<file path="config.mk">
export PLATFORM = sky130hd
export DESIGN_NAME = second_chance_page_replacement
export DESIGN_NICKNAME = d
export VERILOG_FILES = /design/src/design/scp_pkg.sv /design/src/design/scp_ram.sv /design/src/design/scp_status.sv /design/src/design/second_chance_page_replacement.sv
export VERILOG_INCLUDE_DIRS = /design/src /design/src/design
export SDC_FILE = /design/constraint.sdc
export NUM_CORES = 1
export LEC_CHECK = 0
export ABC_AREA = 1
export BUFFER_PORTS_ARGS = -buffer_cell sky130_fd_sc_hd__buf_2
export CAP_MARGIN = 20
export CORE_AREA = 10 10 217 158
export CTS_BUF_LIST = sky130_fd_sc_hd__clkbuf_8
export CTS_CLUSTER_DIAMETER = 30
export DETAILED_ROUTE_END_ITERATION = 7
export DIE_AREA = 0 0 227 168
export RECOVER_POWER = 100
export SYNTH_ARGS = -nofsm -noshare
export SYNTH_HDL_FRONTEND = slang
export SYNTH_SLANG_ARGS = --single-unit
</file>
<file path="constraint.sdc">
create_clock -name clk -period 4.6 [get_ports clk]
set_clock_uncertainty 0.05 [all_clocks]
set_input_delay 0.92 -clock clk [delete_from_list [all_inputs] [get_ports clk]]
set_output_delay 0.92 -clock clk [all_outputs]
set_load 0.02 [all_outputs]
</file>
<file path="src/design/second_chance_page_replacement_macros.svh">
// Assertion macros used by the second-chance replacement top-level design file.
`ifndef SECOND_CHANCE_PAGE_REPLACEMENT_MACROS_SVH
`define SECOND_CHANCE_PAGE_REPLACEMENT_MACROS_SVH

// Consequent must hold in the same cycle as the antecedent.
`define SCP_ASSERT_SAME(label, ante, cons, msg) \
    label: assert property (@(posedge clk) disable iff (!rst_n) (ante) |-> (cons)) \
        else $error(msg);

// Consequent must hold in the cycle after the antecedent.
`define SCP_ASSERT_NEXT(label, ante, cons, msg) \
    label: assert property (@(posedge clk) disable iff (!rst_n) (ante) |=> (cons)) \
        else $error(msg);

`endif

</file>
<file path="src/design/scp_pkg.sv">
// Package with shared constants, types and the sequencer states of the replacement block.
package scp_pkg;

    localparam int FRAMES_DEF    = 8;
    localparam int PAGE_BITS_DEF = 16;
    localparam int CFG_W         = 4;
    localparam int PAGE_PORT_W   = 16;
    localparam int COUNT_W       = 16;
    localparam int IDX_MAX_W     = 6;
    localparam int OUT_TDATA_W   = 40;

    localparam logic [COUNT_W-1:0] COUNT_MAX         = 16'hFFFF;
    localparam logic [CFG_W-1:0]   FRAMES_IN_USE_RST = 4'd4;

    // Sequencer states.
    typedef enum logic [2:0] {
        ST_IDLE,
        ST_LOOKUP,
        ST_SWEEP,
        ST_INSTALL,
        ST_DONE
    } scp_state_t;

    // Update command for the frame status bits.
    typedef struct packed {
        logic                 clear_all;
        logic                 set_ref;
        logic                 clr_ref;
        logic                 install;
        logic [IDX_MAX_W-1:0] idx;
    } scp_status_cmd_t;

endpackage

</file>
<file path="src/design/scp_ram.sv">
// Generic single-write, single-read RAM with a registered read port.
module scp_ram #(
    parameter int WIDTH = 16,
    parameter int DEPTH = 8
) (
    input  logic                                   clk,
    input  logic                                   we,
    input  logic [((DEPTH > 1) ? $clog2(DEPTH) : 1)-1:0] waddr,
    input  logic [WIDTH-1:0]                       wdata,
    input  logic                                   re,
    input  logic [((DEPTH > 1) ? $clog2(DEPTH) : 1)-1:0] raddr,
    output logic [WIDTH-1:0]                       rdata
);

    logic [WIDTH-1:0] mem [DEPTH];
    logic [WIDTH-1:0] rdata_reg;

    // Write port and registered read port.
    always_ff @(posedge clk)
    begin
        if (we)
        begin
            mem[waddr] <= wdata;
        end
        if (re)
        begin
            rdata_reg <= mem[raddr];
        end
    end

    assign rdata = rdata_reg;

endmodule

</file>
<file path="src/design/scp_status.sv">
// Valid marks and reference bits of all page frames, held in flip-flops.
module scp_status #(
    parameter int FRAMES = scp_pkg::FRAMES_DEF
) (
    input  logic                    clk,
    input  logic                    rst_n,
    input  scp_pkg::scp_status_cmd_t cmd,
    output logic [FRAMES-1:0]       frame_valid,
    output logic [FRAMES-1:0]       reference_bit
);

    localparam int IDX_W = (FRAMES > 1) ? $clog2(FRAMES) : 1;

    logic [FRAMES-1:0] valid_reg;
    logic [FRAMES-1:0] ref_reg;
    logic [IDX_W-1:0]  idx;

    assign idx = cmd.idx[IDX_W-1:0];

    // A new trace empties every frame; otherwise one frame is updated per cycle.
    always_ff @(posedge clk or negedge rst_n)
    begin
        if (!rst_n)
        begin
            valid_reg <= '0;
            ref_reg   <= '0;
        end
        else if (cmd.clear_all)
        begin
            valid_reg <= '0;
            ref_reg   <= '0;
        end
        else
        begin
            if (cmd.set_ref)
            begin
                ref_reg[idx] <= 1'b1;
            end
            if (cmd.clr_ref)
            begin
                ref_reg[idx] <= 1'b0;
            end
            if (cmd.install)
            begin
                valid_reg[idx] <= 1'b1;
                ref_reg[idx]   <= 1'b1;
            end
        end
    end

    assign frame_valid   = valid_reg;
    assign reference_bit = ref_reg;

endmodule

</file>
<file path="src/design/second_chance_page_replacement.sv">
// On a hit the lookup ends at the matching frame; on a fault it searches all n managed frames,
// then the clock hand sweeps for 1 .. n + 1 steps before the victim is installed.
// The page lookup reads the frame RAM one frame per cycle, and the clock hand
// then steps one frame per cycle; one reference is in work at a time.
// Reset (rst_n low, asynchronous) empties all frames, zeroes hand and count, sets 4 frames.
`include "second_chance_page_replacement_macros.svh"

module second_chance_page_replacement #(
    parameter int FRAMES    = scp_pkg::FRAMES_DEF,
    parameter int PAGE_BITS = scp_pkg::PAGE_BITS_DEF
) (
    input  logic                              clk,
    input  logic                              rst_n,
    // Input references.
    input  logic                              s_tvalid,
    output logic                              s_tready,
    input  logic [scp_pkg::PAGE_PORT_W-1:0]   s_tdata,   // [15:0] page_number
    input  logic [0:0]                        s_tuser,   // [0] new_trace
    input  logic                              s_tlast,   // last_reference
    // Results.
    output logic                              m_tvalid,
    input  logic                              m_tready,
    // [0] fault, [3:1] frame_index, [4] victim_valid, [20:5] victim_page,
    // [36:21] fault_count, [39:37] zero
    output logic [scp_pkg::OUT_TDATA_W-1:0]   m_tdata,
    output logic                              m_tlast,   // trace_end
    // Configuration: frames_in_use.
    input  logic                              cfg_valid,
    output logic                              cfg_ready,
    input  logic [scp_pkg::CFG_W-1:0]         cfg_data
);

    localparam int IDX_W = (FRAMES > 1) ? $clog2(FRAMES) : 1;
    localparam int CNT_W = $clog2(FRAMES + 1);

    scp_pkg::scp_state_t state_reg, state_next;

    logic [scp_pkg::CFG_W-1:0]   frames_cfg_reg;
    logic [CNT_W-1:0]            managed;
    logic [CNT_W-1:0]            n_reg;
    logic [CNT_W-1:0]            idx_reg;
    logic                        cmp_pending_reg;
    logic [IDX_W-1:0]            cmp_idx_reg;
    logic [IDX_W-1:0]            hand_reg;
    logic [IDX_W-1:0]            sweep_h_reg;
    logic [IDX_W-1:0]            slot_reg;
    logic [PAGE_BITS-1:0]        page_reg;
    logic                        last_reg;
    logic                        hit_reg;
    logic                        vvalid_reg;
    logic [PAGE_BITS-1:0]        vpage_reg;
    logic [scp_pkg::COUNT_W-1:0] count_reg;
    logic                        m_tvalid_reg;
    logic [scp_pkg::OUT_TDATA_W-1:0] m_tdata_reg;
    logic                        m_tlast_reg;

    logic [31:0]          page_wide;
    logic [PAGE_BITS-1:0] page_key;
    logic [31:0]          slot_wide;
    logic [31:0]          vpage_wide;

    logic accept;
    logic match;
    logic lookup_miss;
    logic sweep_busy;
    logic output_free;

    logic                 ram_we;
    logic                 ram_re;
    logic [IDX_W-1:0]     ram_raddr;
    logic [PAGE_BITS-1:0] ram_rdata;

    logic [FRAMES-1:0]        frame_valid;
    logic [FRAMES-1:0]        reference_bit;
    scp_pkg::scp_status_cmd_t status_cmd;
    logic [IDX_W-1:0]         status_idx;

    // Next frame along the clock, wrapping at the managed count.
    function automatic logic [IDX_W-1:0] wrap_next(input logic [IDX_W-1:0] h,
                                                   input logic [CNT_W-1:0] n);
        logic [CNT_W:0] s;
        s = (CNT_W + 1)'(h) + 1'b1;
        if (s >= {1'b0, n})
        begin
            return '0;
        end
        return s[IDX_W-1:0];
    endfunction

    // Configuration register; the user keeps writes to idle; the block does not enforce it.
    assign cfg_ready = 1'b1;

    always_ff @(posedge clk or negedge rst_n)
    begin
        if (!rst_n)
        begin
            frames_cfg_reg <= scp_pkg::FRAMES_IN_USE_RST;
        end
        else if (cfg_valid)
        begin
            frames_cfg_reg <= cfg_data;
        end
    end

    // Managed frame count: zero manages one frame, large values clamp to the build size.
    always_comb
    begin
        if (frames_cfg_reg == '0)
        begin
            managed = CNT_W'(1);
        end
        else if (int'(frames_cfg_reg) > FRAMES)
        begin
            managed = CNT_W'(FRAMES);
        end
        else
        begin
            managed = CNT_W'(frames_cfg_reg);
        end
    end

    // Page key taken modulo the stored page width.
    assign page_wide = 32'(s_tdata);
    assign page_key  = page_wide[PAGE_BITS-1:0];

    // Handshake and step conditions.
    assign s_tready    = (state_reg == scp_pkg::ST_IDLE);
    assign accept      = s_tvalid && s_tready;
    assign match       = (state_reg == scp_pkg::ST_LOOKUP) && cmp_pending_reg
                         && frame_valid[cmp_idx_reg] && (ram_rdata == page_reg);
    assign lookup_miss = (state_reg == scp_pkg::ST_LOOKUP) && !match
                         && cmp_pending_reg && (idx_reg == n_reg);
    assign sweep_busy  = frame_valid[sweep_h_reg] && reference_bit[sweep_h_reg];
    assign output_free = !m_tvalid_reg || m_tready;

    // Sequencer state register.
    always_ff @(posedge clk or negedge rst_n)
    begin
        if (!rst_n)
        begin
            state_reg <= scp_pkg::ST_IDLE;
        end
        else
        begin
            state_reg <= state_next;
        end
    end

    // Next state, RAM port and status commands.
    always_comb
    begin
        state_next = state_reg;
        ram_we     = 1'b0;
        ram_re     = 1'b0;
        ram_raddr  = idx_reg[IDX_W-1:0];
        status_idx = slot_reg;
        status_cmd = '0;
        case (state_reg)
            scp_pkg::ST_IDLE:
            begin
                if (accept)
                begin
                    status_cmd.clear_all = s_tuser[0];
                    state_next = scp_pkg::ST_LOOKUP;
                end
            end
            scp_pkg::ST_LOOKUP:
            begin
                ram_re = (idx_reg < n_reg);
                if (match)
                begin
                    status_cmd.set_ref = 1'b1;
                    status_idx = cmp_idx_reg;
                    state_next = scp_pkg::ST_DONE;
                end
                else if (lookup_miss)
                begin
                    state_next = scp_pkg::ST_SWEEP;
                end
            end
            scp_pkg::ST_SWEEP:
            begin
                ram_raddr  = sweep_h_reg;
                status_idx = sweep_h_reg;
                if (sweep_busy)
                begin
                    status_cmd.clr_ref = 1'b1;
                end
                else
                begin
                    ram_re = 1'b1;
                    state_next = scp_pkg::ST_INSTALL;
                end
            end
            scp_pkg::ST_INSTALL:
            begin
                ram_we = 1'b1;
                status_cmd.install = 1'b1;
                state_next = scp_pkg::ST_DONE;
            end
            scp_pkg::ST_DONE:
            begin
                if (output_free)
                begin
                    state_next = scp_pkg::ST_IDLE;
                end
            end
            default:
            begin
                state_next = scp_pkg::ST_IDLE;
            end
        endcase
        status_cmd.idx = scp_pkg::IDX_MAX_W'(status_idx);
    end

    // Control registers: hand, fault count, lookup pipeline and result valid.
    always_ff @(posedge clk or negedge rst_n)
    begin
        if (!rst_n)
        begin
            hand_reg        <= '0;
            count_reg       <= '0;
            cmp_pending_reg <= 1'b0;
            idx_reg         <= '0;
            m_tvalid_reg    <= 1'b0;
        end
        else
        begin
            case (state_reg)
                scp_pkg::ST_IDLE:
                begin
                    if (accept)
                    begin
                        idx_reg         <= '0;
                        cmp_pending_reg <= 1'b0;
                        if (s_tuser[0])
                        begin
                            hand_reg  <= '0;
                            count_reg <= '0;
                        end
                    end
                end
                scp_pkg::ST_LOOKUP:
                begin
                    cmp_pending_reg <= (idx_reg < n_reg);
                    if (idx_reg < n_reg)
                    begin
                        idx_reg <= idx_reg + 1'b1;
                    end
                end
                scp_pkg::ST_INSTALL:
                begin
                    hand_reg <= wrap_next(slot_reg, n_reg);
                    if (count_reg != scp_pkg::COUNT_MAX)
                    begin
                        count_reg <= count_reg + 1'b1;
                    end
                end
                default:
                begin
                end
            endcase
            // A finished reference loads the output; an accepted result empties it.
            if ((state_reg == scp_pkg::ST_DONE) && output_free)
            begin
                m_tvalid_reg <= 1'b1;
            end
            else if (m_tready)
            begin
                m_tvalid_reg <= 1'b0;
            end
        end
    end

    // Result field widths as carried on the bus.
    assign slot_wide  = 32'(slot_reg);
    assign vpage_wide = 32'(vpage_reg);

    // Payload registers of the reference in work and of the result.
    always_ff @(posedge clk)
    begin
        case (state_reg)
            scp_pkg::ST_IDLE:
            begin
                if (accept)
                begin
                    page_reg <= page_key;
                    last_reg <= s_tlast;
                    n_reg    <= managed;
                end
            end
            scp_pkg::ST_LOOKUP:
            begin
                cmp_idx_reg <= idx_reg[IDX_W-1:0];
                if (match)
                begin
                    hit_reg    <= 1'b1;
                    slot_reg   <= cmp_idx_reg;
                    vvalid_reg <= 1'b0;
                    vpage_reg  <= '0;
                end
                else if (lookup_miss)
                begin
                    // A hand left beyond a shrunk frame count restarts at frame zero.
                    sweep_h_reg <= (CNT_W'(hand_reg) >= n_reg) ? '0 : hand_reg;
                end
            end
            scp_pkg::ST_SWEEP:
            begin
                if (sweep_busy)
                begin
                    sweep_h_reg <= wrap_next(sweep_h_reg, n_reg);
                end
                else
                begin
                    slot_reg <= sweep_h_reg;
                end
            end
            scp_pkg::ST_INSTALL:
            begin
                hit_reg    <= 1'b0;
                vvalid_reg <= frame_valid[slot_reg];
                vpage_reg  <= frame_valid[slot_reg] ? ram_rdata : '0;
            end
            scp_pkg::ST_DONE:
            begin
                if (output_free)
                begin
                    m_tdata_reg <= {3'b000, count_reg, vpage_wide[15:0], vvalid_reg,
                                    slot_wide[2:0], !hit_reg};
                    m_tlast_reg <= last_reg;
                end
            end
            default:
            begin
            end
        endcase
    end

    assign m_tvalid = m_tvalid_reg;
    assign m_tdata  = m_tdata_reg;
    assign m_tlast  = m_tlast_reg;

    // Page numbers of the frames.
    scp_ram #(
        .WIDTH (PAGE_BITS),
        .DEPTH (FRAMES)
    ) u_page_ram (
        .clk   (clk),
        .we    (ram_we),
        .waddr (slot_reg),
        .wdata (page_reg),
        .re    (ram_re),
        .raddr (ram_raddr),
        .rdata (ram_rdata)
    );

    // Valid marks and reference bits.
    scp_status #(
        .FRAMES (FRAMES)
    ) u_status (
        .clk           (clk),
        .rst_n         (rst_n),
        .cmd           (status_cmd),
        .frame_valid   (frame_valid),
        .reference_bit (reference_bit)
    );

    // A finished reference is presented in the following cycle.
    `SCP_ASSERT_NEXT(a_done_presents, (state_reg == scp_pkg::ST_DONE) && output_free, m_tvalid, "result not presented after completion")
    // After an install the hand lies inside the managed frames.
    `SCP_ASSERT_NEXT(a_hand_in_range, state_reg == scp_pkg::ST_INSTALL, CNT_W'(hand_reg) < n_reg, "clock hand outside managed frames")
    // Each fault below saturation raises the count by one.
    `SCP_ASSERT_NEXT(a_count_step, (state_reg == scp_pkg::ST_INSTALL) && (count_reg != scp_pkg::COUNT_MAX), count_reg == $past(count_reg) + 1'b1, "fault count did not advance")
    // The installed frame is always free of a set reference bit.
    `SCP_ASSERT_SAME(a_victim_clear, state_reg == scp_pkg::ST_INSTALL, !(frame_valid[slot_reg] && reference_bit[slot_reg]), "victim frame still referenced")

endmodule
</file>
==> metrics.yaml, run 1 <==
cells_and_area:
  n_antenna_cell: 0
  final_layout_size_suffix_gt1_share_pct: 11.03
  seq_area_sq_mm: 0.008109
  finalNetCount: 1167
  multi_input_area_sq_mm: 0.003095
  n_fill_cell: 2809
  largest_reg_flops: 128
  area_delta_synth_final_pct: 14.58
timing:
  min_period_ps: 3515
  timing.setup.tns_ps: 0
  drv_slew: 82
  rsz0062_at_grt: "no"
  setup_viol: 0
  fmaxAchievable_ghz: 0.2845
  finalHoldViolations: 0
  slew_headroom_pct: -86.17
  period_share_pct: 76.40
  worst_pin_slew_ps: 2793
yosys:
  avgSynthCellArea_sq_um: 11.66
  synth-simple-area-share_pct: 13.10
  synth_warnings: 0
  synth_seq_cells: 278
  synth-xor-area-share_pct: 1.034
  synth_cells: 1017
  synth_top_family_by_area: "simple AND/OR/NAND/NOR gates"
  synth_flop_cell: "edfxtp_1"
  yosys.area_share.adder_pct: 2.004
  synth_compound_area_share_pct: 10.40
  synth_mux_area_share_pct: 0.09494
  ys_seq_area_share_pct: 68.36
  ys_async_sr_fraction_pct: 17.27
  synth.distinct_cells: 50
  synth_edf_count: 230
  synthesis.area_sq_mm: 0.01186
critical_path:
  end_kind: "flop"
  max_stage_delay_ps: 1080
  reg2reg_to: "u_page_ram.mem[1][4]"
  cp.arrival_ps: 3640
  cpMostUsedCell: "inv_1"
  critical_path_class: "reg -> reg"
  crit_start: "state_reg[1]"
  regToRegSetupSlack_ps: 1090
  slowest_stage: "clkbuf_1"
  cp_cell_sequence: "inv_1 -> nor3_1 -> inv_1 -> nor2_1 -> inv_1 -> nor2_1 -> clkbuf_1"
  r2r_cells: 7
  startpoint_type: "flop"
  cp.required_ps: 4720
  path_max_fanout: 16
  rr_startpoint: "state_reg[1]"
  endpoint: "u_page_ram.mem[1][4]"
min_path:
  holdPathStages: 0
  hold_start: "vpage_reg[0]"
  worstHoldPathType: "reg -> reg"
routing:
  drt_first_iter_violations: 761
  postRouteAntennaNets: 0
  viasPerCell: 4.999
  drcViolationCount: 0
  via_count: 7758
  wl_per_cell_um: 17.74
  drt-total-wl_mm: 27.54
  first_pass_iters: 5
cts:
  cts_sinks: 278
  worstSkewPairLatency_ps: 590
  htreeDepth: 2
  ctsLongestPathBuffers: 3
  hold_buffers: 0
  root_buffer: "clkbuf_8"
  clk_pin_slew_worst_paths_ps: 60
  cts_resized: 0
  cts_buffers: 52
  cts_tree: "built"
  postCtsSetupBuffers: 0
floorplanning:
  core_area_sq_mm: 0.03034
  ioPinCount: 71
  die_y_um: 168
  dieArea_sq_mm: 0.03814
  row_count: 54
  start_util_pct: 39.10
  dieWidth_um: 227
power_and_ir_drop:
  worst_ir_drop_vdd_uv: 287.2
  p_per_area_mw_per_mm2: 672.7
  total_power_w: 0.009142
  power.leakage_nw: 5.231
global_route:
  grt_pass1_wl_mm: 42.42
  grt_max_degree: 65
  grt_pass1_vias: 7349
  gr-usage-all-layers_pct: 14.34
  antenna_found_initial: 0
  grt_overflow_total: 0
run_status:
  violations: "max-capacitance violations, max-slew violations"
  outcome: "complete, but fails checks"
job:
  cap_violations: 2
place:
  hpwlAfterDp_mm: 17.41
  gp_congestion: 0.8539
  portBuffers: 66
[kinds of logic (layout without fill, tap and decap cells)]
group           Yosys count  in the layout
compound gates          210            210
buf+inv                 147            288
xor+xnor                 14             14
flops                   278            278
simple gates            346            346
mux                       1              1
other cells               2              4
fa+ha+maj                19             19
[worst min path at each step]
stage | endpoint | slack, ps
5_1_grt | m_tlast | 380
2_1_floorplan | m_tdata[10] | 350
3_3_place_gp | m_tlast | 350
6_report | m_tdata[5] | 360
4_1_cts | m_tlast | 360
3_5_place_dp | m_tdata[4] | 350
[cells in the final DEF (no fill, tap or decap), types with 4 or more instances in the layout]
| cell | instances |
|---|---|
| bufinv_16 | 5 |
| o21ai_0 | 93 |
| o21bai_1 | 32 |
| dfrtp_1 | 47 |
| inv_2 | 8 |
| conb_1 | 4 |
| buf_2 | 23 |
| a31oi_1 | 17 |
| nor3_1 | 13 |
| clkbuf_1 | 53 |
| xnor2_1 | 8 |
| nand2_1 | 129 |
| xor2_1 | 6 |
| o211ai_1 | 4 |
| a21oi_1 | 28 |
| nand4_1 | 9 |
| ha_1 | 19 |
| clkinv_2 | 7 |
| clkbuf_8 | 56 |
| edfxtp_1 | 230 |
| clkinv_1 | 9 |
| nand3_1 | 30 |
| inv_1 | 114 |
| clkinvlp_4 | 4 |
| o22ai_1 | 19 |
| nor2_1 | 145 |
[per-stage QoR]
| stage | cell area (sq um) | util, % | worst slack, ps | instances | hold slack (ps) |
|---|---|---|---|---|---|
| after global placement | 12650 | 41.69 | 1588 | 1456 | 351.2 |
| after CTS | 13740 | 45.29 | 1568 | 1549 | 364.3 |
| final | 13590 | 44.80 | 1085 | 1552 | 360.5 |
| after detailed placement | 12650 | 41.69 | 1506 | 1456 | 354.5 |
| after floorplan | 11870 | - | 1544 | 1019 | 350.3 |
| after global routing | 13590 | 44.80 | 769.7 | 1552 | 379.5 |
[cell usage after synthesis, types with 3 or more instances]
cell type / count / area [sq um]
nand2_2: 5 / 31.28
inv_2: 13 / 48.80
o211ai_1: 4 / 30.03
nor2_1: 141 / 529.3
clkbuf_1: 19 / 71.32
nand4_1: 9 / 56.30
edfxtp_1: 230 / 6907
xor2_1: 6 / 52.55
nand3_2: 3 / 30.03
nor4_1: 3 / 18.77
a21oi_1: 27 / 135.1
o21bai_1: 32 / 240.2
nand3_1: 28 / 140.1
buf_2: 6 / 30.03
xnor2_1: 8 / 70.07
nor2_2: 5 / 31.28
a31oi_1: 17 / 106.4
nor3_2: 3 / 30.03
buf_4: 5 / 37.54
o21ai_0: 91 / 455.4
dfrtp_1: 47 / 1176
o32ai_1: 3 / 26.28
nand2_4: 4 / 45.04
o22ai_1: 19 / 118.9
nor3_1: 9 / 45.04
nor3_4: 3 / 48.80
ha_1: 19 / 237.7
o21ai_1: 6 / 30.03
nand2_1: 124 / 465.5
inv_1: 100 / 375.4
[routing by layer]
layer	global-route usage, %	part of all wire (%)	vias to the layer above
met4	4.306	1.7	0
met1	21.65	49	3699
met2	19.58	41	249
li1	-	-	3766
met5	0	0	-
met3	3.715	8.2	44
[worst max-delay path: cells and delay by family, from the launching register on]
family	cells	cell delay, ps
and+or+nand+nor	3	1010
DFF	1	360
buffers and inverters	4	1690
[report_power, final]
group | internal (W) | switching (W)
clock network | 0.00142 | 0.00106
logic | 0.000901 | 0.00195
registers | 0.00342 | 0.000399
total | 0.00574 | 0.00340
[layout make-up]
cell class	instances	area share [%]
Clock buffer	56	5.671
Clock inverter	37	2.348
Inverter	115	3.176
Multi-Input combinational cell	594	22.78
Sequential cell	278	59.67
Tap cell	392	3.609
Timing Repair Buffer	80	2.753
Note: power is estimated with default switching activity, not from simulation.
==> run 2: changes to the inputs <==
clock period = 3.35 ns   (was 4.6 ns; I/O delays follow)
==> metrics.yaml, run 2 (synthesized netlist as in run 1, its figures left out) <==
run_status:
  outcome: "complete, but fails checks"
  violations: "max-capacitance violations, max-slew violations"
floorplanning:
  die_y_um: 168  # unchanged
  start_util_pct: 39.10  # unchanged
  dieArea_sq_mm: 0.03814  # unchanged
  dieWidth_um: 227  # unchanged
  row_count: 54  # unchanged
  ioPinCount: 71  # unchanged
  core_area_sq_mm: 0.03034  # unchanged
critical_path:
  critical_path_class: "reg -> reg"
  startpoint_type: "flop"
  cp_num_buf_inv: 4  # unchanged
  cp.arrival_ps: 3200  # -440 ps
  end_kind: "flop"
  cp_cell_sequence: "inv_1 -> nor3_1 -> inv_2 -> nor2_1 -> inv_1 -> nor2_1 -> clkbuf_2"
  cp.required_ps: 3500  # -1220 ps
  max_stage_delay_ps: 810  # -270 ps
  critical-path-top-delay-family: "simple AND/OR/NAND/NOR gates"
  path_max_fanout: 16  # unchanged
  slowest_stage: "nor3_1"
timing:
  fmaxAchievable_ghz: 0.3281  # +15%
  period_share_pct: 90.97  # +15 points
  timing.setup.tns_ps: 0  # unchanged
  setup_viol: 0  # unchanged
  min_period_ps: 3048  # -467.0 ps
  finalHoldViolations: 0  # unchanged
  rsz0062_at_grt: "no"
  drv_slew: 51  # -38%
  worst_pin_slew_ps: 1662  # -1131 ps
  slew_headroom_pct: -10.77  # +75 points
routing:
  viasPerCell: 5.045  # +0.94%
  drt_first_iter_violations: 811  # +6.6%
  met3_length_mm: 2.456  # +9.3%
  top_layer: "met4"
  via_count: 7876  # +1.5%
  first_pass_iters: 5  # unchanged
  wl_per_cell_um: 18.60  # +4.8%
  drt-total-wl_mm: 29.03  # +5.4%
  drt-met1-wl_mm: 14.52  # +6.9%
  wl_met2_mm: 11.64  # +3.5%
  drcViolationCount: 0  # unchanged
  postRouteAntennaNets: 0  # unchanged
global_route:
  antenna_found_initial: 0  # unchanged
  gr-usage-all-layers_pct: 15.11  # +0.77 points
  grt_pass1_wl_mm: 45.06  # +6.2%
  grt_max_degree: 65  # unchanged
  grt_overflow_total: 0  # unchanged
  grt_pass1_vias: 7534  # +2.5%
place:
  dpl-instance-area_sq_mm: 0.01272  # +0.59%
  gp_congestion: 0.8957  # +4.9%
  portBuffers: 66  # unchanged
  hpwlAfterDp_mm: 18.37  # +5.5%
cells_and_area:
  fin_area_sq_mm: 0.01362  # +0.23%
  finalNetCount: 1173  # +0.51%
  final_layout_size_suffix_gt1_share_pct: 12.15  # +1.1 points
  n_antenna_cell: 0  # unchanged
  final_core_util_pct: 44.90  # +0.10 points
  largest_reg_flops: 128  # unchanged
  final_cell_mix: "230 x edfxtp_1, 145 x nor2_1, 128 x nand2_1"
  area_delta_synth_final_pct: 14.84
  layout_commonest_cell: "edfxtp_1"
cts:
  postCtsSetupBuffers: 0  # unchanged
  cts_sinks: 278  # unchanged
  cts_tree: "built"
  cts_buffers: 51  # -1.9%
  root_buffer: "clkbuf_8"
  ctsLongestPathBuffers: 3  # unchanged
  clk_pin_slew_worst_paths_ps: 60  # about the same
  cts_resized: 0  # unchanged
  hold_buffers: 0  # unchanged
  worstSkewPairLatency_ps: 580  # about the same
  htreeDepth: 2  # unchanged
power_and_ir_drop:
  worst_ir_drop_vdd_uv: 500.2  # +74%
  p_per_area_mw_per_mm2: 928.5  # +38%
  power.leakage_nw: 5.286  # +1.1%
min_path:
  worstHoldPathType: "in -> reg"
job:
  cap_violations: 2  # unchanged
[run 2: layout make-up]
type                       instances  area (sq um)
clock buffer                      54         743.2
clock inverter                    41         334.1
fill                            2796         16710
inverter                         115         431.7
multi-input combinational        594          3127
sequential                       278          8109
tap                              392         490.5
timing repair buffer              87         386.6
[run 2: layer usage]
metal	track usage, %	up-vias
li1	-	3776
met3	3.681	42
met5	0	-
met2	20.36	288
met4	3.613	0
met1	23.54	3770
[run 2: path summary, 6_finish.rpt]
kind | startpoint | to | slack (ps) | depth (start not counted)
worst max-delay path | state_reg[1] | u_page_ram.mem[7][13] | 300 | 7
worst min-delay path | s_tdata[1] | page_reg[1] | 210 | 1
worst max register to register | state_reg[1] | u_page_ram.mem[7][13] | 300 | 7
worst min register to register | vpage_reg[4] | m_tdata[9] | 370 | 0
max in group asynchronous | rst_n | idx_reg[2] | 820 | 2
min in group asynchronous | rst_n | count_reg[6] | 350 | 1
[run 2: where the power goes]
group / internal (W) / switching [W]
Clock: 0.00191 / 0.00148
Sequential: 0.00469 / 0.000527
Combinational: 0.00121 / 0.00283
Total: 0.00782 / 0.00483
[run 2: per-stage QoR]
stage | cells | hold slack (ps) | setup WS, ps | total power, W
final | 1561 | 208.7 | 302.4 | 0.01265
after global placement | 1466 | 351.1 | 529.3 | 0.009320
after floorplan | 1019 | 324.4 | 544.0 | 0.007992
after detailed placement | 1466 | 354.5 | 515.8 | 0.009372
after CTS | 1561 | 28.43 | 504.4 | 0.01280
after global routing | 1561 | 173.3 | 141.3 | 0.01349
[run 2: worst reg2reg max path: stages, from the launching register on]
cell and delay (ps):
dfrtp_1 370, inv_1 100, nor3_1 810, inv_2 320
nor2_1 160, inv_1 100, nor2_1 200, clkbuf_2 540
==> run 3: changes to the inputs <==
ABC_AREA = unset   (was 1)
CORE_AREA = 10 10 212 154   (was 10 10 217 158)
DIE_AREA = 0 0 222 164   (was 0 0 227 168)
==> metrics.yaml, run 3 <==
run_status:
  outcome: "complete, but fails checks"
  violations: "max-capacitance violations, max-slew violations"
cts:
  ctsLongestPathBuffers: 3  # unchanged
  postCtsSetupBuffers: 0  # unchanged
  root_buffer: "clkbuf_8"
  worstSkewPairLatency_ps: 580  # about the same
  htreeDepth: 2  # unchanged
  cts_buffers: 47  # -7.8%
  clk_pin_slew_worst_paths_ps: 60  # about the same
  cts_sinks: 278  # unchanged
  cts_tree: "built"
cells_and_area:
  final_core_util_pct: 45.23  # +0.33 points
  area_delta_synth_final_pct: 14.95  # about the same
  finalNetCount: 830  # -29%
  n_fill_cell: 2541  # -9.1%
  final_layout_size_suffix_gt1_share_pct: 19.56  # +7.4 points
  layout_commonest_cell: "edfxtp_1"
  largest_reg_flops: 128  # unchanged
  final_cell_mix: "230 x edfxtp_1, 59 x clkbuf_1, 56 x nor2_1"
min_path:
  holdPathStages: 1  # unchanged
  hold_start: "s_tdata[7]"
  worstHoldPathType: "in -> reg"
  min_to: "page_reg[7]"
floorplanning:
  start_util_pct: 39.35  # +0.25 points
  dieArea_sq_mm: 0.03641  # -4.5%
  dieWidth_um: 222  # -2.2%
  core_area_sq_mm: 0.02850  # -6.1%
  row_count: 52  # -3.7%
  ioPinCount: 71  # unchanged
  die_y_um: 164  # -2.4%
routing:
  postRouteAntennaNets: 0  # unchanged
  first_pass_iters: 5  # unchanged
  drt-total-wl_mm: 23.38  # -19%
  viasPerCell: 5.028  # -0.36%
  via_count: 6018  # -24%
  drcViolationCount: 0  # unchanged
  drt_first_iter_violations: 476  # -41%
  wl_per_cell_um: 19.53  # +5.0%
yosys:
  synth_cells: 668  # -34%
  synth_top_area_share_pct: 61.59  # +3.4 points
  ys_top_cells_by_area: "edfxtp_1 62%, dfrtp_1 10%, mux4_2 7.4%"
  synth.distinct_cells: 47  # -6.0%
  synth_warnings: 0  # unchanged
  ys_async_sr_fraction_pct: 17.27  # unchanged
  synthTopCellsByCount: "230 x edfxtp_1, 57 x nor2_1, 47 x dfrtp_1"
  yosysMostFrequentCell: "edfxtp_1"
  yosys.area.top_type: "edfxtp_1"
  synth_seq_cells: 278  # unchanged
  avgSynthCellArea_sq_um: 16.79  # +44%
  synth_edf_count: 230  # unchanged
  synthesis.area_sq_mm: 0.01121  # -5.5%
  synth_flop_cell: "edfxtp_1"
  ys_seq_area_share_pct: 72.32  # +4.0 points
critical_path:
  cp.required_ps: 3610  # +110 ps
  regToRegSetupSlack_ps: 320  # +20 ps
  rr_startpoint: "state_reg[2]"
  crit_start: "state_reg[2]"
  path_max_fanout: 32  # +16
  max_stage_delay_ps: 580  # -230 ps
  cp_cell_sequence: "nand2b_1 -> or2_0 -> a21oi_4 -> buf_6 -> mux4_2 -> mux2_2"
  end_kind: "flop"
  r2r_cells: 6  # -1
  critical_path_class: "reg -> reg"
  cp_num_buf_inv: 1  # -3
  cp.arrival_ps: 3280  # +80 ps
  critical-path-top-delay-family: "multiplexers"
  reg2reg_to: "u_page_ram.rdata[6]"
  slowest_stage: "mux4_2"
  startpoint_type: "flop"
timing:
  fmaxAchievable_ghz: 0.3303  # +0.65%
  worst_pin_slew_ps: 1838  # +176.2 ps
  min_period_ps: 3028  # -19.82 ps
  setup_viol: 0  # unchanged
  period_share_pct: 90.38  # -0.59 points
  rsz0062_at_grt: "no"
  timing.setup.tns_ps: 0  # unchanged
  finalHoldViolations: 0  # unchanged
  slew_headroom_pct: -22.52  # -12 points
  drv_slew: 97  # +90%
global_route:
  grt_max_degree: 39  # -40%
  grt_pass1_vias: 6198  # -18%
  antenna_found_initial: 2  # +2
  grt_overflow_total: 0  # unchanged
  grt_pass1_wl_mm: 37.00  # -18%
  gr-usage-all-layers_pct: 13.02  # -2.1 points
place:
  gp_congestion: 0.8231  # -8.1%
  hpwlAfterDp_mm: 15.27  # -17%
  portBuffers: 66  # unchanged
power_and_ir_drop:
  power.leakage_nw: 4.551  # -14%
  p_per_area_mw_per_mm2: 786.3  # -15%
  worst_ir_drop_vdd_uv: 316.5  # -37%
job:
  cap_violations: 3  # +1
## run 3: report_power, final
group	switching (W)	total, W	internal [W]	leakage, nW
sequential	0.000525	0.00496	0.00443	2.71
combinational	0.00125	0.00231	0.00106	1.32
clock	0.00132	0.00287	0.00155	0.516
total	0.00310	0.0101	0.00704	4.55
## run 3: final cells by class
| class | instances | area [sq um] | share of cell area, % |
|---|---|---|---|
| sequential | 278 | 8109 | 62.91 |
| tap | 378 | 473.0 | 3.669 |
| antenna | 1 | 2.502 | 0.01941 |
| multi-input combinational | 352 | 2958 | 22.95 |
| timing repair buffer | 91 | 394.1 | 3.058 |
| inverter | 14 | 52.55 | 0.4077 |
| clock buffer | 50 | 688.2 | 5.339 |
| clock inverter | 33 | 212.7 | 1.650 |
## run 3: routing by layer
layer	GRT usage [%]	wire length [um]	part of all wire, %	up-vias
li1	-	-	-	2796
met5	0	0	0	-
met3	3.676	1448	6.2	39
met4	4.255	442	1.9	0
met2	18.52	9817	42	177
met1	18.78	11670	50	3006
## run 3: through the flow
stage	total power, W	instances	instance area [sq um]	setup slack [ps]	hold slack (ps)
CTS	0.01031	1196	13030	251.9	99.28
detailed placement	0.007393	1113	12130	262.9	354.5
finish	0.01014	1197	12890	322.2	228.6
global placement	0.007367	1113	12130	404.5	352.4
floorplan	0.006560	670	11220	390.4	324.4
global route	0.01073	1196	12890	74.05	178.4
## run 3: worst max path at each step
stage | slack, ps | endpoint | cells past startpoint
5_1_grt | 70 | idx_reg[0] | 7
3_3_place_gp | 400 | u_status.reference_bit[0] | 8
2_1_floorplan | 390 | u_page_ram.mem[0][0] | 7
4_1_cts | 250 | u_status.reference_bit[0] | 8
3_5_place_dp | 260 | u_status.reference_bit[0] | 8
6_report | 320 | u_page_ram.rdata[6] | 6
## run 3: cells by family after synthesis
logic type / after synthesis / share of synthesized area (%)
flip-flops: 278 / 72.32
AND/OR/NAND/NOR: 168 / 7.264
AO/OA/AOI/OAI: 68 / 4.240
multiplexers: 62 / 9.920
buffers and inverters: 40 / 1.651
XOR/XNOR: 31 / 2.421
adder cells (fa/ha/maj): 19 / 2.120
other: 2 / 0.06697
## run 3: timing repair
| action | 4_1_cts | 5_1_grt |
|---|---|---|
| resized for setup | 0 | 1 |
| hold buffers | 0 | 0 |
| endpoints found under the setup margin | 0 | 3 |
